### src/kmdg_pkg.sv
// Shared types and constants of the keypoint minimum-distance grid filter.
package kmdg_pkg;

    // Occupancy grid size in cells and fixed-point format of positions.
    localparam int GRID_COLS       = 256;
    localparam int GRID_ROWS       = 256;
    localparam int COORD_FRAC_BITS = 4;

    // Field widths.
    localparam int COORD_W = 16;
    localparam int IMG_W   = 12;
    localparam int MD_W    = 8;
    localparam int PATCH_W = 6;
    localparam int STR_W   = 16;
    localparam int ANG_W   = 10;
    localparam int OCT_W   = 4;
    localparam int NUM_W   = 32;
    localparam int LIM_W   = 16;

    localparam int CELL_W      = MD_W - 1;
    localparam int HALF_W      = PATCH_W - 1;
    localparam int COORD_INT_W = COORD_W - COORD_FRAC_BITS;

    // Dividend width of the cell divider: the larger of a pixel position and an image size.
    localparam int DIV_W     = (COORD_INT_W > IMG_W) ? COORD_INT_W : IMG_W;
    localparam int DIV_RADIX = 4;
    localparam int DIV_STEPS = (DIV_W + DIV_RADIX - 1) / DIV_RADIX;
    localparam int DIV_PAD   = DIV_STEPS * DIV_RADIX;
    localparam int DIV_CNT_W = $clog2(DIV_STEPS + 1);

    localparam int BORDER_W = DIV_W + 1;

    // Grid addressing and grid size limits.
    localparam int DIM_CAP   = 4095;
    localparam int COL_CAP   = (GRID_COLS < DIM_CAP) ? GRID_COLS : DIM_CAP;
    localparam int ROW_CAP   = (GRID_ROWS < DIM_CAP) ? GRID_ROWS : DIM_CAP;
    localparam int COL_W     = $clog2(GRID_COLS);
    localparam int ROW_W     = $clog2(GRID_ROWS);
    localparam int COL_DIM_W = $clog2(COL_CAP + 1);
    localparam int ROW_DIM_W = $clog2(ROW_CAP + 1);
    localparam int DIM_MAX_W = (COL_DIM_W > ROW_DIM_W) ? COL_DIM_W : ROW_DIM_W;
    localparam int CLAMP_W   = (DIV_PAD > DIM_MAX_W) ? DIV_PAD : DIM_MAX_W;

    // Stream and configuration port widths.
    localparam int IN_FIELDS_W  = 2 * COORD_W + STR_W + ANG_W + OCT_W + NUM_W + LIM_W;
    localparam int IN_DATA_W    = ((IN_FIELDS_W + 7) / 8) * 8;
    localparam int OUT_FIELDS_W = NUM_W + 2 * COORD_W + STR_W + ANG_W + OCT_W;
    localparam int OUT_DATA_W   = ((OUT_FIELDS_W + 7) / 8) * 8;
    localparam int CFG_IDX_W    = 2;
    localparam int CFG_DATA_W   = IMG_W;

    localparam logic [IMG_W-1:0] WIDTH_RESET  = IMG_W'(640);
    localparam logic [IMG_W-1:0] HEIGHT_RESET = IMG_W'(480);

    // Queue between the front and back parts.
    localparam int QUEUE_DEPTH = 2;
    localparam int QPTR_W      = $clog2(QUEUE_DEPTH);
    localparam int QCNT_W      = $clog2(QUEUE_DEPTH + 1);

    typedef enum logic {
        CMD_START    = 1'b0,
        CMD_KEYPOINT = 1'b1
    } t_cmd;

    typedef enum logic [CFG_IDX_W-1:0] {
        REG_MIN_DIST = 2'd0,
        REG_PATCH    = 2'd1,
        REG_WIDTH    = 2'd2,
        REG_HEIGHT   = 2'd3
    } t_reg_idx;

    typedef struct packed {
        logic [MD_W-1:0]    min_dist;
        logic [PATCH_W-1:0] patch_size;
        logic [IMG_W-1:0]   image_width;
        logic [IMG_W-1:0]   image_height;
    } t_cfg;

    typedef struct packed {
        t_cmd                    cmd;
        logic [COORD_W-1:0]      x;
        logic [COORD_W-1:0]      y;
        logic signed [STR_W-1:0] strength;
        logic signed [ANG_W-1:0] angle;
        logic [OCT_W-1:0]        octave;
        logic [NUM_W-1:0]        first_number;
        logic [LIM_W-1:0]        limit;
    } t_item;

    // One classified request handed from the front part to the back part.
    typedef struct packed {
        logic                 filter;
        logic [DIV_PAD-1:0]   cx;
        logic [DIV_PAD-1:0]   cy;
        logic [COL_DIM_W-1:0] gcols;
        logic [ROW_DIM_W-1:0] grows;
        t_item                item;
    } t_job;

    typedef struct packed {
        logic [NUM_W-1:0]        number;
        logic [COORD_W-1:0]      x;
        logic [COORD_W-1:0]      y;
        logic signed [STR_W-1:0] strength;
        logic signed [ANG_W-1:0] angle;
        logic [OCT_W-1:0]        octave;
        logic                    last;
    } t_result;

endpackage

### src/kmdg_div.sv
// Multi-cycle restoring divider that finds cell indexes and grid sizes.
module kmdg_div (
    input  logic                       i_clk,
    input  logic                       i_rst_n,
    input  logic                       i_start,
    input  logic [kmdg_pkg::DIV_W-1:0]  i_num,
    input  logic [kmdg_pkg::CELL_W-1:0] i_den,
    output logic                       o_done,
    output logic [kmdg_pkg::DIV_PAD-1:0] o_quot
);
    import kmdg_pkg::*;

    logic                 r_busy;
    logic                 r_done;
    logic [DIV_CNT_W-1:0] r_cnt;
    logic [DIV_PAD-1:0]   r_num;
    logic [DIV_PAD-1:0]   r_quot;
    logic [CELL_W-1:0]    r_rem;
    logic [CELL_W-1:0]    r_den;

    logic [DIV_PAD-1:0]   n_num;
    logic [DIV_PAD-1:0]   n_quot;
    logic [CELL_W-1:0]    n_rem;

    // Several quotient bits per cycle, most significant first.
    always_comb begin
        logic [CELL_W:0] t;
        logic [CELL_W:0] diff;
        n_num  = r_num;
        n_quot = r_quot;
        n_rem  = r_rem;
        for (int k = 0; k < DIV_RADIX; k++) begin
            t     = {n_rem, n_num[DIV_PAD-1]};
            n_num = {n_num[DIV_PAD-2:0], 1'b0};
            diff  = t - {1'b0, r_den};
            if (t >= {1'b0, r_den}) begin
                n_rem  = diff[CELL_W-1:0];
                n_quot = {n_quot[DIV_PAD-2:0], 1'b1};
            end else begin
                n_rem  = t[CELL_W-1:0];
                n_quot = {n_quot[DIV_PAD-2:0], 1'b0};
            end
        end
    end

    always_ff @(posedge i_clk) begin
        if (!i_rst_n) begin
            r_busy <= 1'b0;
            r_done <= 1'b0;
            r_cnt  <= '0;
        end else begin
            r_done <= 1'b0;
            if (i_start) begin
                r_busy <= 1'b1;
                r_cnt  <= DIV_CNT_W'(DIV_STEPS);
            end else if (r_busy) begin
                r_cnt <= r_cnt - DIV_CNT_W'(1);
                if (r_cnt == DIV_CNT_W'(1)) begin
                    r_busy <= 1'b0;
                    r_done <= 1'b1;
                end
            end
        end
        if (i_start) begin
            r_num  <= DIV_PAD'(i_num);
            r_quot <= '0;
            r_rem  <= '0;
            r_den  <= i_den;
        end else if (r_busy) begin
            r_num  <= n_num;
            r_quot <= n_quot;
            r_rem  <= n_rem;
        end
    end

    assign o_done = r_done;
    assign o_quot = r_quot;

endmodule

### src/kmdg_front.sv
// Front part: takes requests, applies the border test and computes cell indexes or grid sizes.
module kmdg_front (
    input  logic            i_clk,
    input  logic            i_rst_n,
    input  kmdg_pkg::t_cfg  i_cfg,
    input  logic            i_valid,
    output logic            o_ready,
    input  kmdg_pkg::t_item i_item,
    output logic            o_push,
    output kmdg_pkg::t_job  o_job,
    input  logic            i_full
);
    import kmdg_pkg::*;

    typedef enum logic [1:0] {
        F_IDLE,
        F_EVAL,
        F_DIV,
        F_PUSH
    } t_fstate;

    t_fstate r_state;
    t_fstate n_state;
    t_item   r_item;
    t_item   n_item;
    t_job    r_job;
    t_job    n_job;

    logic                   filter;
    logic [CELL_W-1:0]      cell_px;
    logic [HALF_W-1:0]      half;
    logic [COORD_INT_W-1:0] px;
    logic [COORD_INT_W-1:0] py;
    logic                   in_x;
    logic                   in_y;
    logic                   is_start;
    logic                   keep;
    logic [DIV_W-1:0]       num_x;
    logic [DIV_W-1:0]       num_y;
    logic                   div_start;
    logic                   div_done;
    logic                   div_done_y;
    logic [DIV_PAD-1:0]     quot_x;
    logic [DIV_PAD-1:0]     quot_y;
    logic [COL_DIM_W-1:0]   dim_cols;
    logic [ROW_DIM_W-1:0]   dim_rows;

    assign filter   = i_cfg.min_dist > MD_W'(1);
    assign cell_px  = i_cfg.min_dist[MD_W-1:1];
    assign half     = i_cfg.patch_size[PATCH_W-1:1];
    assign px       = r_item.x[COORD_W-1:COORD_FRAC_BITS];
    assign py       = r_item.y[COORD_W-1:COORD_FRAC_BITS];
    assign is_start = (r_item.cmd == CMD_START);

    // The whole patch must lie strictly inside the image.
    assign in_x = (BORDER_W'(px) > BORDER_W'(half))
               && (BORDER_W'(px) + BORDER_W'(half) < BORDER_W'(i_cfg.image_width));
    assign in_y = (BORDER_W'(py) > BORDER_W'(half))
               && (BORDER_W'(py) + BORDER_W'(half) < BORDER_W'(i_cfg.image_height));
    assign keep = is_start || (in_x && in_y);

    // A start divides the image size, a keypoint its integer pixel position.
    assign num_x = is_start ? DIV_W'(i_cfg.image_width)  : DIV_W'(px);
    assign num_y = is_start ? DIV_W'(i_cfg.image_height) : DIV_W'(py);

    kmdg_div u_div_x (
        .i_clk   (i_clk),
        .i_rst_n (i_rst_n),
        .i_start (div_start),
        .i_num   (num_x),
        .i_den   (cell_px),
        .o_done  (div_done),
        .o_quot  (quot_x)
    );

    kmdg_div u_div_y (
        .i_clk   (i_clk),
        .i_rst_n (i_rst_n),
        .i_start (div_start),
        .i_num   (num_y),
        .i_den   (cell_px),
        .o_done  (div_done_y),
        .o_quot  (quot_y)
    );

    // Grid size is one more than the quotient, saturated to the bitmap size.
    assign dim_cols = ((DIV_PAD + 1)'(quot_x) >= (DIV_PAD + 1)'(COL_CAP))
                    ? COL_DIM_W'(COL_CAP) : COL_DIM_W'(quot_x) + COL_DIM_W'(1);
    assign dim_rows = ((DIV_PAD + 1)'(quot_y) >= (DIV_PAD + 1)'(ROW_CAP))
                    ? ROW_DIM_W'(ROW_CAP) : ROW_DIM_W'(quot_y) + ROW_DIM_W'(1);

    always_comb begin
        n_state   = r_state;
        n_item    = r_item;
        n_job     = r_job;
        div_start = 1'b0;
        unique case (r_state)
            F_IDLE: begin
                if (i_valid) begin
                    n_item  = i_item;
                    n_state = F_EVAL;
                end
            end
            F_EVAL: begin
                n_job.item   = r_item;
                n_job.filter = filter;
                n_job.cx     = '0;
                n_job.cy     = '0;
                n_job.gcols  = COL_DIM_W'(1);
                n_job.grows  = ROW_DIM_W'(1);
                if (!keep) begin
                    n_state = F_IDLE;
                end else if (filter) begin
                    div_start = 1'b1;
                    n_state   = F_DIV;
                end else begin
                    n_state = F_PUSH;
                end
            end
            F_DIV: begin
                if (div_done && div_done_y) begin
                    if (r_job.item.cmd == CMD_START) begin
                        n_job.gcols = dim_cols;
                        n_job.grows = dim_rows;
                    end else begin
                        n_job.cx = quot_x;
                        n_job.cy = quot_y;
                    end
                    n_state = F_PUSH;
                end
            end
            F_PUSH: begin
                if (!i_full) begin
                    if (i_valid) begin
                        n_item  = i_item;
                        n_state = F_EVAL;
                    end else begin
                        n_state = F_IDLE;
                    end
                end
            end
            default: n_state = F_IDLE;
        endcase
    end

    always_ff @(posedge i_clk) begin
        if (!i_rst_n) begin
            r_state <= F_IDLE;
        end else begin
            r_state <= n_state;
        end
        r_item <= n_item;
        r_job  <= n_job;
    end

    assign o_ready = (r_state == F_IDLE) || ((r_state == F_PUSH) && !i_full);
    assign o_push  = (r_state == F_PUSH) && !i_full;
    assign o_job   = r_job;

endmodule

### config.mk
export PLATFORM = sky130hd
export DESIGN_NAME = kmdg_front
export DESIGN_NICKNAME = d
export VERILOG_FILES = /design/src/kmdg_pkg.sv /design/src/kmdg_div.sv /design/src/kmdg_front.sv
export SDC_FILE = /design/constraint.sdc
export NUM_CORES = 1
export LEC_CHECK = 0
export CORE_MARGIN = 2
export CORE_UTILIZATION = 50
export CTS_CLUSTER_DIAMETER = 60
export DETAILED_ROUTE_END_ITERATION = 10
export DONT_BUFFER_PORTS = 1
export PLACE_DENSITY = 0.74
export SLEW_MARGIN = 20
export SYNTH_ARGS = -nofsm -noshare
export SYNTH_HDL_FRONTEND = slang
export SYNTH_HIERARCHICAL = 1
export SYNTH_SLANG_ARGS = --single-unit
### constraint.sdc
create_clock -name i_clk -period 8.8 [get_ports i_clk]
set_clock_uncertainty 0.15 [all_clocks]
set_input_delay 0.44 -clock i_clk [delete_from_list [all_inputs] [get_ports i_clk]]
set_output_delay 0.44 -clock i_clk [all_outputs]
set_load 0.005 [all_outputs]
==> results.md, run 1 <==
- Final Cycle Share: between 90% and 100%
- CP max stage cell: o21ai_0
- CP max stage delay: approximately 0.5 ns
- Worst EP arrival: approximately 8 ns
- Crit path max fanout: 12
- Top FF cell, synth: edfxtp_1
- GRT met1 Usage: between 20% and 30%
- Reg2Reg Setup Slack: ~0.79 ns
- Die width: 187.5 um
- Yosys top cell area share: 54.01%
- Postcts setup bufs: 0
- GR Util met2: 38.49%
- Status: completed
- # IOs: 309
- WS Path Type: reg2reg
- Commonest cells after routing, fill and taps aside: edfxtp_1, dlygate4sd3_1, ha_1
- Area leader, netlist: edfxtp_1
- DR vias: about 10000
- Synthesized netlist cell count: 1305
- Clock latency on the worst-skew pair: between 0.5 and 0.6 ns
- Number of global-route vias before repair: ~11000
- Hold Path Class: in2reg
- Async SR Flop Fraction: 0%
- FF/Latch Area: between 10000 and 15000 um^2
- Final net count: between 1500 and 2000
- Avg WL per Cell: between 20 and 25 um
- Port bufs: 0
- Total Wirelength: ~40000 um
- Most common cell after layout, fill and taps aside: edfxtp_1
- Setup TNS: 0 ns
- Initial DRT Pass Iterations: 4
- Final worst slack: a little under 0.8 ns
- Max-slew violation count: 0
- Minimum clock period: roughly 8 ns
- Max-cap violations: 0
- Multi-input logic area: about 6000 um^2
- Worst-margin pin slew: ~1.0 ns
- DRT antenna net count: 0
- Synth-to-layout area growth: 16.92%
- Yosys cell types: 81
- Total grt overflow: 0
- Number of synthesis warnings: 6
- Synthesized area: between 15000 and 20000 um^2
- Seq cells post-synth: approximately 350
- Fillers: between 2000 and 3000
- Vias per inst: approximately 5.5
- Final core utilization: slightly below 60%
- Initial Utilization: between 50% and 60%
- Initial antenna violation count: 1
- Sequential element share of the synthesized area: 59.72%
- Post-Place Setup Slack: roughly 0.74 ns
- Top cells by area, synth: edfxtp_1, ha_1, dfxtp_1
- Pin count of the biggest net entering global routing: 80
- Most used routing layer: met2
- Synth Net Count: between 1500 and 2000
- Total GRT Usage: between 20% and 30%
- Setup violators final: 0
- Cell Rows: 67
- Slew HR: roughly a third
- CP endpoint kind: flip-flop
- Mean Syn Cell Area: roughly 13 um^2
- Clock Sink Count: between 300 and 400
- Root buf cell: clkbuf_16
- Met3 Track Usage GR: 7.543%
- Max Clk Rate: between 100 and 150 MHz
- Req. time, crit path: about 9.0 ns
- Crit path launch type: flip-flop
- H-tree levels: 2
- Gp weighted congestion: approximately 0.9
- EDFF count, synth: 303
- Unrepaired setup endpoints after global routing: false
- Crit-path most repeated cell: o21ai_0
- Fin. Hold Viols: 0
- Core area: between 30000 and 40000 um^2
- Height of the chip: between 150 and 200 um
- Share of cells above drive strength 1: around a tenth
- Clock Path Buffers: 3
- Remaining DRCs: 0
- Detailed Route Iter0 Violations: roughly 690
- First-pass GRT wire length: ~60000 um
- Fin Hold WS: about 0.10 ns
- Hpwl dp: about 27000 um
- Worst-path clk slew: roughly 0.06 ns
- TritonCTS Buffers: 38
- CTS tree: yes
- Die Footprint: between 30000 and 40000 um^2
[state kept, by name, indices dropped and copies added, names as in the netlist, 2 cells and up, named ones only]
| signal | cells |
|---|---|
| u_div_y/r_cnt | 2 |
| u_div_x/r_rem | 7 |
| r_item | 87 |
| u_div_y/o_quot | 12 |
| u_div_x/r_den | 7 |
| u_div_y/r_den | 7 |
| u_div_x/r_cnt | 2 |
| u_div_x/r_num | 12 |
| py | 12 |
| o_job | 154 |
| u_div_y/r_num | 12 |
| u_div_y/r_rem | 7 |
| px | 12 |
| u_div_x/o_quot | 12 |
[layer usage]
| metal | routed length, um | share of wire [%] | vias to the layer above |
|---|---|---|---|
| met5 | 0 | 0 | - |
| li1 | - | - | 5015 |
| met1 | 15920 | 39 | 4989 |
| met2 | 19370 | 48 | 392 |
| met4 | 1841 | 4.5 | 0 |
| met3 | 3371 | 8.3 | 92 |
[path summary, 6_finish.rpt]
path	start	to	depth (start not counted)
setup / recovery	u_div_x/r_den[1]	u_div_x/r_rem[0]	31
hold / removal	i_cfg[0]	u_div_y/r_num[0]	2
setup reg to reg	u_div_x/r_den[1]	u_div_x/r_rem[0]	31
hold reg to reg	r_item[46]	o_job[46]	0
[timing repair]
action	in CTS	in global routing
hold endpoints to repair	134	0
gates resized for setup	0	1
setup endpoints to repair	0	1
hold buffers	119	0
[stage by stage]
step	instances	area [um^2]
final	1905	19700
after global routing	1904	19690
after CTS	1904	19690
after detailed placement	1717	17240
after global placement	1717	17240
after floorplan	1305	16840
[worst max-delay path, delay by kind of cell, from the launching register on]
kind / cells / cell delay (ns)
adder cells (fa/ha/maj): 4 / 1.44
AND/OR/NAND/NOR: 8 / 1.55
AO/OA/AOI/OAI: 13 / 2.95
buffers and inverters: 3 / 0.48
multiplexers: 3 / 0.80
flip-flops: 1 / 0.49
[cells by family after synthesis]
kind of cell               after synthesis  share of synthesized area, %
adders and majority gates              114                         8.913
and+or+nand+nor                        336                         10.38
xor gates and xnor gates                58                         3.016
muxes                                   72                         4.724
DFF                                    351                         59.72
buffers and inverters                  146                         3.833
AOI/OAI and AO/OA                      228                         9.411
[layout make-up]
| type | count | area share (%) |
|---|---|---|
| clock inverters | 21 | 1.156 |
| well taps | 448 | 2.846 |
| repair buffers | 129 | 6.429 |
| diodes | 1 | 0.01271 |
| flip-flops and latches | 351 | 51.08 |
| clock buffers | 47 | 5.266 |
| multi-input cells | 808 | 31.29 |
| inverters | 100 | 1.919 |
[Yosys cell counts (4+ instances only)]
cell type,count
edfxtp_1,303
ha_1,104
inv_1,100
nor2_1,89
nand2_1,67
o21ai_0,60
a21oi_1,49
dfxtp_1,48
mux2i_1,36
xnor2_1,35
and2_1,31
nand3_1,30
mux2_2,26
xor2_1,23
a211oi_1,20
buf_4,19
nor2b_1,18
nand2b_1,17
nor3_1,16
clkbuf_1,15
o21a_1,14
and3_1,13
a21o_1,12
fa_1,10
nand4_1,8
o21ai_1,8
nor4_1,7
o21bai_1,7
a31oi_1,6
buf_1,6
mux2_1,6
o31ai_1,6
nand3b_1,5
o21ai_4,4
or2_2,4
or3_1,4
Power of run 1 is not shown: default switching activity piles up to over one toggle a cycle in this logic, so the estimate is an artifact.
==> run 2: changes to the inputs <==
- CTS_BUF_LIST: default -> sky130_fd_sc_hd__clkbuf_8
==> results.md, run 2 (same netlist as run 1, synthesis figures left out) <==
- Unrepaired setup endpoints after global routing: false
- Synth-to-layout area growth: 17.13%
- Minimum clock period: 8.039 ns (+0.02964 ns)
- Slew HR: 35.38% (+2.4 points)
- Remaining DRCs: 0 (unchanged)
- Setup TNS: 0 ns (unchanged)
- CP max stage delay: 0.50 ns (about the same)
- Clock Sink Count: 351 (unchanged)
- TritonCTS Buffers: 55 (+45%)
- Crit-path most repeated cell: o21ai_0
- Worst-margin pin slew: 0.9691 ns (-0.03552 ns)
- R2R depth: 31 (unchanged)
- Req. time, crit path: 9.14 ns (+0.11 ns)
- Die Footprint: 35170 um^2 (unchanged)
- Share of cells above drive strength 1: 10.70% (+1.3 points)
- Pin count of the biggest net entering global routing: 80 (unchanged)
- Commonest cells after routing, fill and taps aside: edfxtp_1, dlygate4sd3_1, inv_1
- DR vias: 10530 (+0.44%)
- Max-slew violation count: 0 (unchanged)
- Max-cap violations: 0 (unchanged)
- Setup violators final: 0 (unchanged)
- Avg WL per Cell: 20.87 um (-1.8%)
- Die width: 187.5 um (unchanged)
- Reg2reg start: u_div_x/r_den[1]
- Worst-path clk slew: 0.06 ns (about the same)
- Number of global-route vias before repair: 11070 (+2.1%)
- Total GRT Usage: 23.07% (+0.19 points)
- First-pass GRT wire length: 62250 um (+1.1%)
- CP max stage cell: edfxtp_1
- Max Clk Rate: 124.4 MHz (-0.37%)
- Initial Utilization: 50.49% (unchanged)
- Port bufs: 0 (unchanged)
- Clock Path Buffers: 3 (unchanged)
- Crit path capture: u_div_x/r_rem[0]
- Core area: 33360 um^2 (unchanged)
- Initial antenna violation count: 0 (-1)
- Crit path max fanout: 12 (unchanged)
- Hpwl dp: 27230 um (unchanged)
- H-tree levels: 2 (unchanged)
- Height of the chip: 187.5 um (unchanged)
- Status: completed
- Initial DRT Pass Iterations: 5 (+1)
- Hold Path Class: in2reg
- Cell Rows: 67 (unchanged)
- Fillers: 2641 (-0.076%)
- Final Cycle Share: 91.35% (+0.34 points)
- DRT antenna net count: 0 (unchanged)
- # IOs: 309 (unchanged)
- Critical Path Start: u_div_x/r_den[1]
- Detailed Route Iter0 Violations: 657 (-4.1%)
- Clock latency on the worst-skew pair: 0.63 ns (+0.10 ns)
- Vias per inst: 5.419 (-1.6%)
- Crit path launch type: flip-flop
- CP endpoint kind: flip-flop
- Fin. Hold Viols: 0 (unchanged)
- Gp weighted congestion: 0.8940 (unchanged)
- Worst EP arrival: 8.38 ns (+0.14 ns)
- Root buf cell: clkbuf_8
- Most common cell after layout, fill and taps aside: edfxtp_1
- WS Path Type: reg2reg
- ANT cells: 0 (-1)
- Total grt overflow: 0 (unchanged)
- CTS tree: yes
- Worst R2R End: u_div_x/r_rem[0]
- Largest register FFs: 154 (unchanged)
- Total Wirelength: 40570 um (+0.17%)
- Reg2Reg Setup Slack: 0.76 ns (-0.03 ns)
- Final net count: 1717 (+1.3%)
==> run 2: changes by cell type in the layout (fill, tap and decap cells not counted), sizes merged <==
cell / change
clkbuf: +15
clkinv: +10
inv: +7
dlygate4sd3: +5
bufinv: +4
clkinvlp: -1
diode: -1
==> run 2: per-stage QoR <==
| stage | hold WS (ns) | setup slack (ns) | utilization, % | instances | cell area, um^2 |
|---|---|---|---|---|---|
| 6_report | 0.07997 | 0.7611 | 59.14 | 1944 | 19730 |
| 5_1_grt | 0.07680 | 0.1232 | 59.14 | 1944 | 19730 |
| 4_1_cts | 0.02688 | 0.7493 | 59.14 | 1944 | 19730 |
| 3_5_place_dp | 0.2545 | 0.7423 | 51.66 | 1717 | 17240 |
| 3_3_place_gp | 0.2504 | 0.8488 | 51.66 | 1717 | 17240 |
| 2_1_floorplan | 0.2503 | 1.557 | - | 1305 | 16840 |
==> run 2: worst max-delay path: cells and delay by family, from the launching register on <==
family                   cells  cell delay, ns
AO/OA/AOI/OAI               13            2.92
AND/OR/NAND/NOR              8            1.57
adder cells (fa/ha/maj)      4            1.44
multiplexers                 3            0.80
flip-flops                   1            0.50
buffers and inverters        3            0.48
==> run 2: final cells by class <==
cell class	count	area [um^2]	share of cell area (%)
clock buffers	62	853.3	4.325
repair buffers	134	1316	6.671
multi-input cells	808	6163	31.24
clock inverters	41	399.1	2.023
well taps	448	560.5	2.841
inverters	100	377.9	1.915
flip-flops and latches	351	10060	50.99
==> run 2: routing by layer <==
metal	GRT usage [%]	part of all wire, %	up-vias
met5	0	0	-
met4	8.147	3.1	0
met3	8.216	8.2	75
met2	39.97	49	371
met1	26.43	40	5020
li1	-	-	5068
==> run 2: worst min-delay path by stage <==
stage	from	endpoint	slack, ns	cells past startpoint
global placement	r_item[44]	o_job[44]	0.25	0
floorplan	r_item[0]	o_job[0]	0.25	0
CTS	i_valid	r_state[0]	0.03	4
global route	i_valid	r_state[0]	0.08	4
detailed placement	r_item[34]	o_job[34]	0.25	0
finish	i_valid	r_state[0]	0.08	4
==> run 2: repair_timing <==
item / CTS / global route
buffers inserted: 0 / 0
endpoints found under the setup margin: 0 / 1
gates resized for setup: 0 / 1
hold endpoints to repair: 137 / 0
hold buffers: 124 / 0
Power of run 2 is left out for the same reason.
