<file path="config.mk">
export PLATFORM = sky130hd
export DESIGN_NAME = kmdg_fifo
export DESIGN_NICKNAME = d
export VERILOG_FILES = /design/src/kmdg_pkg.sv /design/src/kmdg_fifo.sv
export SDC_FILE = /design/constraint.sdc
export NUM_CORES = 1
export LEC_CHECK = 0
export ABC_CLOCK_PERIOD_IN_PS = 13950
export BUFFER_PORTS_ARGS = -buffer_cell sky130_fd_sc_hd__buf_4
export CORE_MARGIN = 2
export CORE_UTILIZATION = 56
export CTS_CLUSTER_SIZE = 40
export DETAILED_ROUTE_END_ITERATION = 16
export PLACE_DENSITY = 0.81
export REMOVE_ABC_BUFFERS = 1
export SYNTH_ARGS = -nofsm -noshare
export SYNTH_HDL_FRONTEND = slang
export SYNTH_SLANG_ARGS = --single-unit
</file>
<file path="constraint.sdc">
create_clock -name i_clk -period 13.95 [get_ports i_clk]
set_input_delay 0.6975 -clock i_clk [delete_from_list [all_inputs] [get_ports i_clk]]
set_output_delay 0.6975 -clock i_clk [all_outputs]
set_load 0.005 [all_outputs]
</file>
<file path="src/kmdg_pkg.sv">
// Shared types and constants of the keypoint minimum-distance grid filter.
package kmdg_pkg;

    // Occupancy grid size in cells and fixed-point format of positions.
    localparam int GRID_COLS       = 256;
    localparam int GRID_ROWS       = 256;
    localparam int COORD_FRAC_BITS = 4;

    // Field widths.
    localparam int COORD_W = 16;
    localparam int IMG_W   = 12;
    localparam int MD_W    = 8;
    localparam int PATCH_W = 6;
    localparam int STR_W   = 16;
    localparam int ANG_W   = 10;
    localparam int OCT_W   = 4;
    localparam int NUM_W   = 32;
    localparam int LIM_W   = 16;

    localparam int CELL_W      = MD_W - 1;
    localparam int HALF_W      = PATCH_W - 1;
    localparam int COORD_INT_W = COORD_W - COORD_FRAC_BITS;

    // Dividend width of the cell divider: the larger of a pixel position and an image size.
    localparam int DIV_W     = (COORD_INT_W > IMG_W) ? COORD_INT_W : IMG_W;
    localparam int DIV_RADIX = 4;
    localparam int DIV_STEPS = (DIV_W + DIV_RADIX - 1) / DIV_RADIX;
    localparam int DIV_PAD   = DIV_STEPS * DIV_RADIX;
    localparam int DIV_CNT_W = $clog2(DIV_STEPS + 1);

    localparam int BORDER_W = DIV_W + 1;

    // Grid addressing and grid size limits.
    localparam int DIM_CAP   = 4095;
    localparam int COL_CAP   = (GRID_COLS < DIM_CAP) ? GRID_COLS : DIM_CAP;
    localparam int ROW_CAP   = (GRID_ROWS < DIM_CAP) ? GRID_ROWS : DIM_CAP;
    localparam int COL_W     = $clog2(GRID_COLS);
    localparam int ROW_W     = $clog2(GRID_ROWS);
    localparam int COL_DIM_W = $clog2(COL_CAP + 1);
    localparam int ROW_DIM_W = $clog2(ROW_CAP + 1);
    localparam int DIM_MAX_W = (COL_DIM_W > ROW_DIM_W) ? COL_DIM_W : ROW_DIM_W;
    localparam int CLAMP_W   = (DIV_PAD > DIM_MAX_W) ? DIV_PAD : DIM_MAX_W;

    // Stream and configuration port widths.
    localparam int IN_FIELDS_W  = 2 * COORD_W + STR_W + ANG_W + OCT_W + NUM_W + LIM_W;
    localparam int IN_DATA_W    = ((IN_FIELDS_W + 7) / 8) * 8;
    localparam int OUT_FIELDS_W = NUM_W + 2 * COORD_W + STR_W + ANG_W + OCT_W;
    localparam int OUT_DATA_W   = ((OUT_FIELDS_W + 7) / 8) * 8;
    localparam int CFG_IDX_W    = 2;
    localparam int CFG_DATA_W   = IMG_W;

    localparam logic [IMG_W-1:0] WIDTH_RESET  = IMG_W'(640);
    localparam logic [IMG_W-1:0] HEIGHT_RESET = IMG_W'(480);

    // Queue between the front and back parts.
    localparam int QUEUE_DEPTH = 2;
    localparam int QPTR_W      = $clog2(QUEUE_DEPTH);
    localparam int QCNT_W      = $clog2(QUEUE_DEPTH + 1);

    typedef enum logic {
        CMD_START    = 1'b0,
        CMD_KEYPOINT = 1'b1
    } t_cmd;

    typedef enum logic [CFG_IDX_W-1:0] {
        REG_MIN_DIST = 2'd0,
        REG_PATCH    = 2'd1,
        REG_WIDTH    = 2'd2,
        REG_HEIGHT   = 2'd3
    } t_reg_idx;

    typedef struct packed {
        logic [MD_W-1:0]    min_dist;
        logic [PATCH_W-1:0] patch_size;
        logic [IMG_W-1:0]   image_width;
        logic [IMG_W-1:0]   image_height;
    } t_cfg;

    typedef struct packed {
        t_cmd                    cmd;
        logic [COORD_W-1:0]      x;
        logic [COORD_W-1:0]      y;
        logic signed [STR_W-1:0] strength;
        logic signed [ANG_W-1:0] angle;
        logic [OCT_W-1:0]        octave;
        logic [NUM_W-1:0]        first_number;
        logic [LIM_W-1:0]        limit;
    } t_item;

    // One classified request handed from the front part to the back part.
    typedef struct packed {
        logic                 filter;
        logic [DIV_PAD-1:0]   cx;
        logic [DIV_PAD-1:0]   cy;
        logic [COL_DIM_W-1:0] gcols;
        logic [ROW_DIM_W-1:0] grows;
        t_item                item;
    } t_job;

    typedef struct packed {
        logic [NUM_W-1:0]        number;
        logic [COORD_W-1:0]      x;
        logic [COORD_W-1:0]      y;
        logic signed [STR_W-1:0] strength;
        logic signed [ANG_W-1:0] angle;
        logic [OCT_W-1:0]        octave;
        logic                    last;
    } t_result;

endpackage

</file>
<file path="src/kmdg_fifo.sv">
// Short request queue between the classifying front part and the grid back part.
module kmdg_fifo (
    input  logic           i_clk,
    input  logic           i_rst_n,
    input  logic           i_push,
    input  kmdg_pkg::t_job i_job,
    output logic           o_full,
    input  logic           i_pop,
    output kmdg_pkg::t_job o_job,
    output logic           o_empty
);
    import kmdg_pkg::*;

    t_job              r_mem [QUEUE_DEPTH];
    logic [QPTR_W-1:0] r_wr_ptr;
    logic [QPTR_W-1:0] r_rd_ptr;
    logic [QCNT_W-1:0] r_count;

    logic [QPTR_W-1:0] n_wr_ptr;
    logic [QPTR_W-1:0] n_rd_ptr;

    assign n_wr_ptr = (r_wr_ptr == QPTR_W'(QUEUE_DEPTH - 1)) ? '0 : r_wr_ptr + QPTR_W'(1);
    assign n_rd_ptr = (r_rd_ptr == QPTR_W'(QUEUE_DEPTH - 1)) ? '0 : r_rd_ptr + QPTR_W'(1);

    always_ff @(posedge i_clk) begin
        if (!i_rst_n) begin
            r_wr_ptr <= '0;
            r_rd_ptr <= '0;
            r_count  <= '0;
        end else begin
            if (i_push) begin
                r_wr_ptr <= n_wr_ptr;
            end
            if (i_pop) begin
                r_rd_ptr <= n_rd_ptr;
            end
            case ({i_push, i_pop})
                2'b10:   r_count <= r_count + QCNT_W'(1);
                2'b01:   r_count <= r_count - QCNT_W'(1);
                default: r_count <= r_count;
            endcase
        end
        if (i_push) begin
            r_mem[r_wr_ptr] <= i_job;
        end
    end

    assign o_job   = r_mem[r_rd_ptr];
    assign o_full  = (r_count == QCNT_W'(QUEUE_DEPTH));
    assign o_empty = (r_count == '0);

endmodule

</file>
==> results of run 1 <==
## cell usage after synthesis
cell      instances  area share, %
edfxtp_1        308             80
mux2_2           94            9.2
mux2_4           60            7.8
buf_2            10           0.43
buf_6             7           0.68
dfxtp_1           5           0.87
and2_1            4           0.22
nor2_1            2          0.065
xnor2_1           2           0.15
a21boi_1          1          0.065
and2b_2           1          0.076
ha_1              1           0.11
inv_1             1          0.032
nor2b_1           1          0.054
o21a_1            1          0.065
o21ai_0           1          0.043
or3_1             1          0.054
xor2_1            1          0.076
## registers in the layout, summed over array words and instances, names as in the netlist, named ones only
| signal | flops |
|---|---|
| r_count | 2 |
| r_mem | 308 |
| r_rd_ptr | 1 |
| r_wr_ptr | 1 |
## metal layers
metal | GRT usage (%) | up-vias | share of wire, %
li1 | - | 2662 | -
met1 | 24.4 | 2886 | 37
met2 | 35.8 | 275 | 52
met3 | 5.77 | 42 | 9.4
met4 | 5.63 | 0 | 2.4
met5 | 0 | - | 0
## stage by stage
stage	hold WS, ns	setup WS (ns)	cells
final	0.340	10.69	1128
after global routing	0.312	10.54	1128
after CTS	0.315	10.65	1128
after detailed placement	0.501	10.87	1072
after global placement	0.476	10.97	1072
after floorplan	0.466	6.04	484
## report_power, final
group	switching [W]	internal [W]	leakage (nW)	total, W
sequential	0.0000143	0.00109	2.93	0.00110
clock	0.000315	0.000441	0.448	0.000757
combinational	0.0000982	0.000143	2.38	0.000241
total	0.000428	0.00167	5.76	0.00210
## final cells by class
| cell class | count | area (sq um) | share of cell area [%] |
|---|---|---|---|
| Timing Repair Buffer | 318 | 2390 | 15.8 |
| Clock buffer | 40 | 810 | 5.36 |
| Sequential cell | 313 | 9350 | 62.0 |
| Tap cell | 270 | 338 | 2.24 |
| Clock inverter | 16 | 120 | 0.796 |
| Multi-Input combinational cell | 170 | 2080 | 13.8 |
| Inverter | 1 | 3.75 | 0.0249 |
## critical path, delay by kind of cell, from the launching register on
kind	cells	cell delay, ns
flip-flops	1	0.50
multiplexers	1	0.43
buffers and inverters	2	1.01
## kinds of logic after synthesis
kind of cell             share of synthesized area, %
flip-flops                                       80.9
AND/OR/NAND/NOR                                 0.466
buffers and inverters                            1.15
adder cells (fa/ha/maj)                         0.108
AO/OA/AOI/OAI                                   0.173
XOR/XNOR                                        0.227
multiplexers                                     17.0
## how the worst max path moves through the flow
| stage | endpoint | from | slack, ns |
|---|---|---|---|
| finish | o_job[79] | flip-flop | 10.69 |
| global route | o_job[56] | flip-flop | 10.54 |
| CTS | o_job[28] | flip-flop | 10.65 |
| detailed placement | r_mem[1][106] | i_push | 10.87 |
| global placement | r_mem[1][106] | i_push | 10.97 |
| floorplan | r_mem[0][0] | i_push | 6.04 |
==> summary.md, run 1 <==
| Metric | Value |
|---|---|
| Status | `finished clean` |
| Cell area power density | `139 nW/um^2` |
| Area of the die | `21800 sq um` |
| MaxCap Viol Count | `0` |
| Commonest cells after routing, fill and taps aside | `buf_4, edfxtp_1, mux2_2` |
| GRT Total Usage | `20.2%` |
| DP Area | `14200 sq um` |
| H-tree Lvls | `1` |
| Largest net degree at the start of global routing | `82` |
| Worst-margin pin slew | `1.14 ns` |
| Clk sinks | `313` |
| Peak supply drop | `0.171 mV` |
| CTS resizes | `0` |
| Vias | `5865` |
| HP Start | `i_job[86]` |
| Post-route cell area | `15100 sq um` |
| Crit path top cell by count | `buf_4` |
| Buffer levels on the longest clock path | `3` |
| Hold path cells | `1` |
| WL final | `22700 um` |
| Flops & latches, synth | `313` |
| Cell Area, Synth | `11600 sq um` |
| Reg-to-reg slack, setup | `11.25 ns` |
| Row count | `52` |
| DP Wirelength | `15100 um` |
| Cts bufs inserted | `31` |
| Critical Path Max Stage Delay | `0.87 ns` |
| Cells on worst reg2reg path | `2` |
| Setup Skew | `0.00873 ns` |
| Worst slew margin | `24.1%` |
| Wire per inst | `20.1 um` |
| Max Transition Viols Final | `0` |
| I/O Buffers | `313` |
| Max frequency | `306 MHz` |
| Startpoint type of the worst setup path | `flip-flop` |
| Area grow syn2layout | `30.6%` |
| Most common cell after layout, fill and taps aside | `buf_4` |
| CP cell instances | `buf_4 -> mux2_2 -> buf_4` |
| Post-route total power | `0.00210 W` |
| Crit path max fanout | `71` |
| Slowest cell on crit path | `buf_4` |
| ANT nets after route | `0` |
| Synth warnings | `0` |
| CTS tree | `done` |
| DR DRC count | `0` |
| Hold Path Sink | `r_mem[0][86]` |
| Reg2Reg Launch Point | `r_wr_ptr` |
| Clk slew on worst S/H paths | `0.06 ns` |
| Arrival time worst endpoint | `2.57 ns` |
| Die H | `148 um` |
| Sequential-to-total area share from yosys stat | `80.9%` |
| Fraction of layout cells with a size suffix above 1 | `59.8%` |
| Fillcell total | `1201` |
| First DRT Iteration DRCs | `355` |
| Synth unique cells | `18` |
| Worst R2R End | `r_mem[1][51]` |
| Post-layout min period | `3.26 ns` |
| Worst setup EP type | `output pin` |
| Fin crit share | `23.4%` |
| # IOs | `314` |
| Critical Path RT | `13.25 ns` |
| Final #Nets | `994` |
| WS Path Type | `reg -> out` |
| First-pass GRT wire length | `33900 um` |
| RSZ-0062 raised after global routing | `false` |
| Post-CTS Setup Inserts | `0` |
| Pre-antenna DRT Iters | `4` |
| Routability cong. | `0.770` |
| Die W | `148 um` |
| Post-CTS Hold Buffers | `0` |
| Final Core Density | `74.6%` |
| Hold Path Class | `in -> reg` |
| Synth Instances | `501` |
| Final Hold Fails | `0` |
| Insertion delay to the later sink of the worst-skew pair | `0.53 ns` |
| Initial antenna violation count | `0` |
| CTS Root Cell | `clkbuf_16` |
| Total core area | `20200 sq um` |
| Average size of a mapped cell | `23.1 sq um` |
| Ant. Diodes | `0` |
| Final setup TNS | `0 ns` |
| Starting density of the core | `57.1%` |
| Vias in the first global route | `6253` |
| DR vias/cell | `5.20` |
| Final setup violation count | `0` |
| Gr ovfl total | `0` |
| Leak | `5.76 nW` |
(Power assumes the default switching activity.)
==> inputs of run 2 (changes only) <==
--- a/config.mk
+++ b/config.mk
@@ -5,13 +5,13 @@
 export SDC_FILE = /design/constraint.sdc
 export NUM_CORES = 1
 export LEC_CHECK = 0
-export ABC_CLOCK_PERIOD_IN_PS = 13950
+export ABC_CLOCK_PERIOD_IN_PS = 3100
 export BUFFER_PORTS_ARGS = -buffer_cell sky130_fd_sc_hd__buf_4
 export CORE_MARGIN = 2
-export CORE_UTILIZATION = 56
+export CORE_UTILIZATION = 52
 export CTS_CLUSTER_SIZE = 40
 export DETAILED_ROUTE_END_ITERATION = 16
-export PLACE_DENSITY = 0.81
+export PLACE_DENSITY = 0.76
 export REMOVE_ABC_BUFFERS = 1
 export SYNTH_ARGS = -nofsm -noshare
 export SYNTH_HDL_FRONTEND = slang
==> constraint.sdc (replaced) <==
create_clock -name i_clk -period 3.1 [get_ports i_clk]
set_input_delay 0.155 -clock i_clk [delete_from_list [all_inputs] [get_ports i_clk]]
set_output_delay 0.155 -clock i_clk [all_outputs]
set_load 0.005 [all_outputs]
==> summary.md, run 2 (same netlist as run 1, synthesis figures left out) <==
| Metric | Value |
|---|---|
| Starting density of the core | `52.9%` |
| Fin crit share | `75.8%` |
| Startpoint type of the worst setup path | `flip-flop` |
| Cell area power density | `572 nW/um^2` |
| Final #Nets | `1153` |
| CTS resizes | `0` |
| Vias | `6499` |
| Setup Skew | `0.0119 ns` |
| Area of the die | `23400 sq um` |
| Final Hold Fails | `0` |
| Dpl ws | `1.29 ns` |
| Die H | `153 um` |
| Area grow syn2layout | `44.9%` |
| Commonest cells after routing, fill and taps aside | `buf_4, edfxtp_1, dlygate4sd3_1` |
| DR vias/cell | `5.01` |
| Row count | `54` |
| Max Transition Viols Final | `0` |
| I/O Buffers | `313` |
| ANT nets after route | `0` |
| DP Area | `14300 sq um` |
| Insertion delay to the later sink of the worst-skew pair | `0.53 ns` |
| Max reg flops | `308` |
| Post-CTS Setup Inserts | `0` |
| MaxCap Viol Count | `0` |
| First DRT Iteration DRCs | `309` |
| Peak supply drop | `0.556 mV` |
| Post-layout min period | `2.35 ns` |
| Post-route total power | `0.00958 W` |
| Post-route cell area | `16700 sq um` |
| Final Core Density | `76.7%` |
| H-tree Lvls | `1` |
| Vias in the first global route | `7061` |
| Critical Path Max Stage Delay | `0.61 ns` |
| Max frequency | `426 MHz` |
| First-pass GRT wire length | `38400 um` |
| Worst-margin pin slew | `0.783 ns` |
| Critical Path RT | `2.94 ns` |
| Fillcell total | `1191` |
| RSZ-0062 raised after global routing | `false` |
| Status | `finished clean` |
| Post-CTS Hold Buffers | `157` |
| Buffer levels on the longest clock path | `3` |
| CTS tree | `done` |
| Clk sinks | `313` |
| Cells on worst reg2reg path | `2` |
| DR DRC count | `0` |
| Wire per inst | `19.6 um` |
| Die W | `153 um` |
| WL final | `25400 um` |
| Fraction of layout cells with a size suffix above 1 | `51.1%` |
| Final setup violation count | `0` |
| Most common cell after layout, fill and taps aside | `buf_4` |
| Slowest cell on crit path | `dfxtp_4` |
| Biggest regs | `r_mem x308, r_count x2` |
| DP Wirelength | `15500 um` |
| Clk slew on worst S/H paths | `0.06 ns` |
| Worst slew margin | `47.8%` |
| CP cell instances | `buf_12 -> mux2_2 -> buf_4` |
| CTS Root Cell | `clkbuf_16` |
| Arrival time worst endpoint | `2.19 ns` |
| Final setup margin | `0.751 ns` |
| Worst setup EP type | `output pin` |
| Hold path cells | `2` |
| Crit path max fanout | `72` |
| Largest net degree at the start of global routing | `129` |
| Pre-antenna DRT Iters | `4` |
| Gr ovfl total | `0` |
| Leak | `6.44 nW` |
| Biggest register | `r_mem` |
| Total core area | `21800 sq um` |
| Initial antenna violation count | `2` |
| WS Path Type | `reg -> out` |
| Routability cong. | `0.788` |
| Cts bufs inserted | `30` |
| Hold Path Class | `in -> reg` |
| GRT Total Usage | `20.8%` |
| # IOs | `314` |
run 2: cell types whose count changed in the layout (fill, tap and decap cells not counted), sizes merged:
cell and delta:
buf +3, dlygate4sd3 +157, clkinvlp +1, clkbuf -3, diode +2, bufinv -1
run 2: layout make-up:
type                       instances  area [sq um]  share of cell area [%]
timing repair buffer             478          4040                    24.2
clock buffer                      37           798                    4.77
tap                              280           350                    2.09
multi-input combinational        170          2080                    12.4
sequential                       313          9350                    55.9
antenna                            2          5.00                  0.0299
clock inverter                    16           101                   0.606
inverter                           1          3.75                  0.0224
run 2: critical path: cells and delay by family (launching register included):
family	cells	cell delay (ns)
mux	1	0.41
buf+inv	2	0.58
flops	1	0.61
run 2: final timing paths:
kind              start           end  slack [ns]
min            i_job[9]   r_mem[0][9]        0.34
max reg2reg    r_wr_ptr  r_mem[1][78]        1.39
max           flip-flop     o_job[58]        0.75
min reg2reg  r_count[1]    r_count[1]        0.54
run 2: per-layer routing:
metal  GRT usage, %  share of wire [%]  wire length (um)  up-vias
li1               -                  -                 -     2977
met1           25.2                 38              9600     3211
met2           36.7                 52             13300      260
met3           5.22                7.0              1780       51
met4           7.05                2.9               736        0
met5              0                  0                 0        -
run 2: report_power, final:
part	total, W	internal [W]	switching (W)
logic	0.00127	0.000781	0.000485
registers	0.00497	0.00490	0.0000732
clock network	0.00335	0.00189	0.00145
total	0.00958	0.00757	0.00201
run 2: per-stage QoR:
step | std cells | TNS, ns | hold WS, ns
2_1_floorplan | 484 | -1192.38 | 0.254
6_report | 1297 | 0 | 0.340
4_1_cts | 1295 | 0 | 0.319
5_1_grt | 1297 | 0 | 0.322
3_3_place_gp | 1085 | 0 | 0.339
3_5_place_dp | 1085 | 0 | 0.342
==> inputs of run 3 (changes only) <==
--- a/config.mk
+++ b/config.mk
@@ -5,13 +5,13 @@
 export SDC_FILE = /design/constraint.sdc
 export NUM_CORES = 1
 export LEC_CHECK = 0
-export ABC_CLOCK_PERIOD_IN_PS = 3100
+export ABC_CLOCK_PERIOD_IN_PS = 1900
 export BUFFER_PORTS_ARGS = -buffer_cell sky130_fd_sc_hd__buf_4
 export CORE_MARGIN = 2
-export CORE_UTILIZATION = 52
+export CORE_UTILIZATION = 47
 export CTS_CLUSTER_SIZE = 40
 export DETAILED_ROUTE_END_ITERATION = 16
-export PLACE_DENSITY = 0.76
+export PLACE_DENSITY = 0.73
 export REMOVE_ABC_BUFFERS = 1
 export SYNTH_ARGS = -nofsm -noshare
 export SYNTH_HDL_FRONTEND = slang
==> constraint.sdc (replaced) <==
create_clock -name i_clk -period 1.9 [get_ports i_clk]
set_input_delay 0.095 -clock i_clk [delete_from_list [all_inputs] [get_ports i_clk]]
set_output_delay 0.095 -clock i_clk [all_outputs]
set_load 0.005 [all_outputs]
==> summary.md, run 3 (same netlist as run 1, synthesis figures left out) <==
| Metric | Value |
|---|---|
| Met3 wire len | `1920 um` |
| Routability cong. | `0.758` |
| WL final | `27000 um` |
| Final Core Density | `71.9%` |
| WS Path Type | `reg -> out` |
| DP Wirelength | `14600 um` |
| Max Transition Viols Final | `0` |
| Max frequency | `534 MHz` |
| Max reg flops | `308` |
| M1 WL | `10500 um` |
| Fin crit share | `98.5%` |
| Arrival time worst endpoint | `1.78 ns` |
| Area grow syn2layout | `50.9%` |
| Cts bufs inserted | `31` |
| Total core area | `24200 sq um` |
| Vias in the first global route | `6973` |
| Non-Filler Instances | `1356` |
| Worst setup EP type | `output pin` |
| RSZ-0062 raised after global routing | `true` |
| DR DRC count | `0` |
| # IOs | `314` |
| Leak | `6.73 nW` |
| DR vias/cell | `4.90` |
| Die W | `161 um` |
| GRT Total Usage | `18.7%` |
| Final setup violation count | `0` |
| Status | `finished clean` |
| Starting density of the core | `47.6%` |
| Gr ovfl total | `0` |
| First DRT Iteration DRCs | `379` |
| Die H | `161 um` |
| H-tree Lvls | `1` |
| Fillcell total | `1439` |
| CTS tree | `done` |
| CP bufs+invs | `3` |
| Met2 routed wirelength | `13900 um` |
| MaxCap Viol Count | `0` |
| Insertion delay to the later sink of the worst-skew pair | `0.55 ns` |
| Cell area power density | `963 nW/um^2` |
| Pre-antenna DRT Iters | `4` |
| Wire per inst | `19.9 um` |
| Worst slew margin | `65.3%` |
| Worst-margin pin slew | `0.521 ns` |
| CTS Root Cell | `clkbuf_16` |
| Top delay family on crit path | `buffers and inverters` |
| Top Metal Used | `met5` |
| Clk slew on worst S/H paths | `0.06 ns` |
| Initial antenna violation count | `1` |
| Peak supply drop | `0.863 mV` |
| Hold Path Class | `in -> reg` |
| Post-layout min period | `1.87 ns` |
| Largest net degree at the start of global routing | `64` |
| Final #Nets | `1172` |
| First-pass GRT wire length | `37600 um` |
| Row count | `57` |
| Critical Path RT | `1.80 ns` |
| Area of the die | `25900 sq um` |
| Clk sinks | `313` |
| Sequential cell area | `9350 sq um` |
| Crit path top cell by count | `buf_4` |
| Multi-input logic area | `2080 sq um` |
| I/O Buffers | `313` |
| Fraction of layout cells with a size suffix above 1 | `52.5%` |
| Critical Path Max Stage Delay | `0.37 ns` |
| Most common cell after layout, fill and taps aside | `edfxtp_1` |
| CP cell instances | `buf_4 -> clkbuf_16 -> mux2_2 -> buf_4` |
| Slowest cell on crit path | `dfxtp_4` |
| ANT nets after route | `0` |
| Final Hold Fails | `0` |
| Vias | `6647` |
| Biggest register | `r_mem` |
| Crit path max fanout | `14` |
| Ant. Diodes | `0` |
| Setup Skew | `0.00574 ns` |
| Buffer levels on the longest clock path | `3` |
| Biggest regs | `r_mem x308, r_count x2` |
| Inst Count DP | `1133` |
| Commonest cells after routing, fill and taps aside | `edfxtp_1, buf_4, dlygate4sd3_1` |
| Startpoint type of the worst setup path | `flip-flop` |
## run 3: cell count changes in the layout (fill, tap and decap cells not counted), sizes merged
cell      previous run  this run
buf                321       332
bufinv               1         7
clkinv              13         7
clkbuf              37        42
diode                2         0
clkinvlp             2         3
## run 3: worst paths after layout
kind	from	end	slack, ns	cells past startpoint
max	flip-flop	o_job[50]	0.03	4
min	i_job[34]	r_mem[1][34]	0.26	2
max reg2reg	r_wr_ptr	r_mem[1][14]	0.41	2
min reg2reg	r_count[1]	r_count[1]	0.55	2
## run 3: layout make-up
cell class	instances	area share [%]
sequential	313	53.6
timing repair buffer	496	26.0
multi-input combinational	170	11.9
clock buffer	35	4.54
tap	324	2.33
clock inverter	17	1.51
inverter	1	0.0215
## run 3: what timing repair did
item,in CTS,in global routing
hold buffers,157,0
hold endpoints to repair,313,0
resized for setup,26,17
buffers inserted,0,4
setup endpoints to repair,120,128
gates cloned,0,10
## run 3: stage by stage
stage               hold WS (ns)   TNS, ns  power, W  setup slack (ns)  cell area, sq um
floorplan                  0.194  -1738.74   0.00918             -5.48             11400
global placement           0.280         0    0.0100             0.408             14400
detailed placement         0.282         0    0.0100             0.414             14400
CTS                        0.240     -6.93    0.0167            -0.105             17100
global route               0.244     -1.16    0.0174           -0.0354             17400
finish                     0.264         0    0.0168            0.0285             17400
## run 3: per-layer routing
metal	up-vias	global-route usage [%]
li1	3010	-
met1	3335	22.4
met2	252	33.4
met3	48	5.09
met4	2	5.03
met5	-	0
## run 3: power by group
group | internal [W] | total [W] | switching [W] | leakage [nW]
combinational | 0.00145 | 0.00235 | 0.000905 | 3.29
sequential | 0.00798 | 0.00808 | 0.0000920 | 2.93
clock | 0.00390 | 0.00637 | 0.00247 | 0.506
total | 0.0133 | 0.0168 | 0.00346 | 6.73
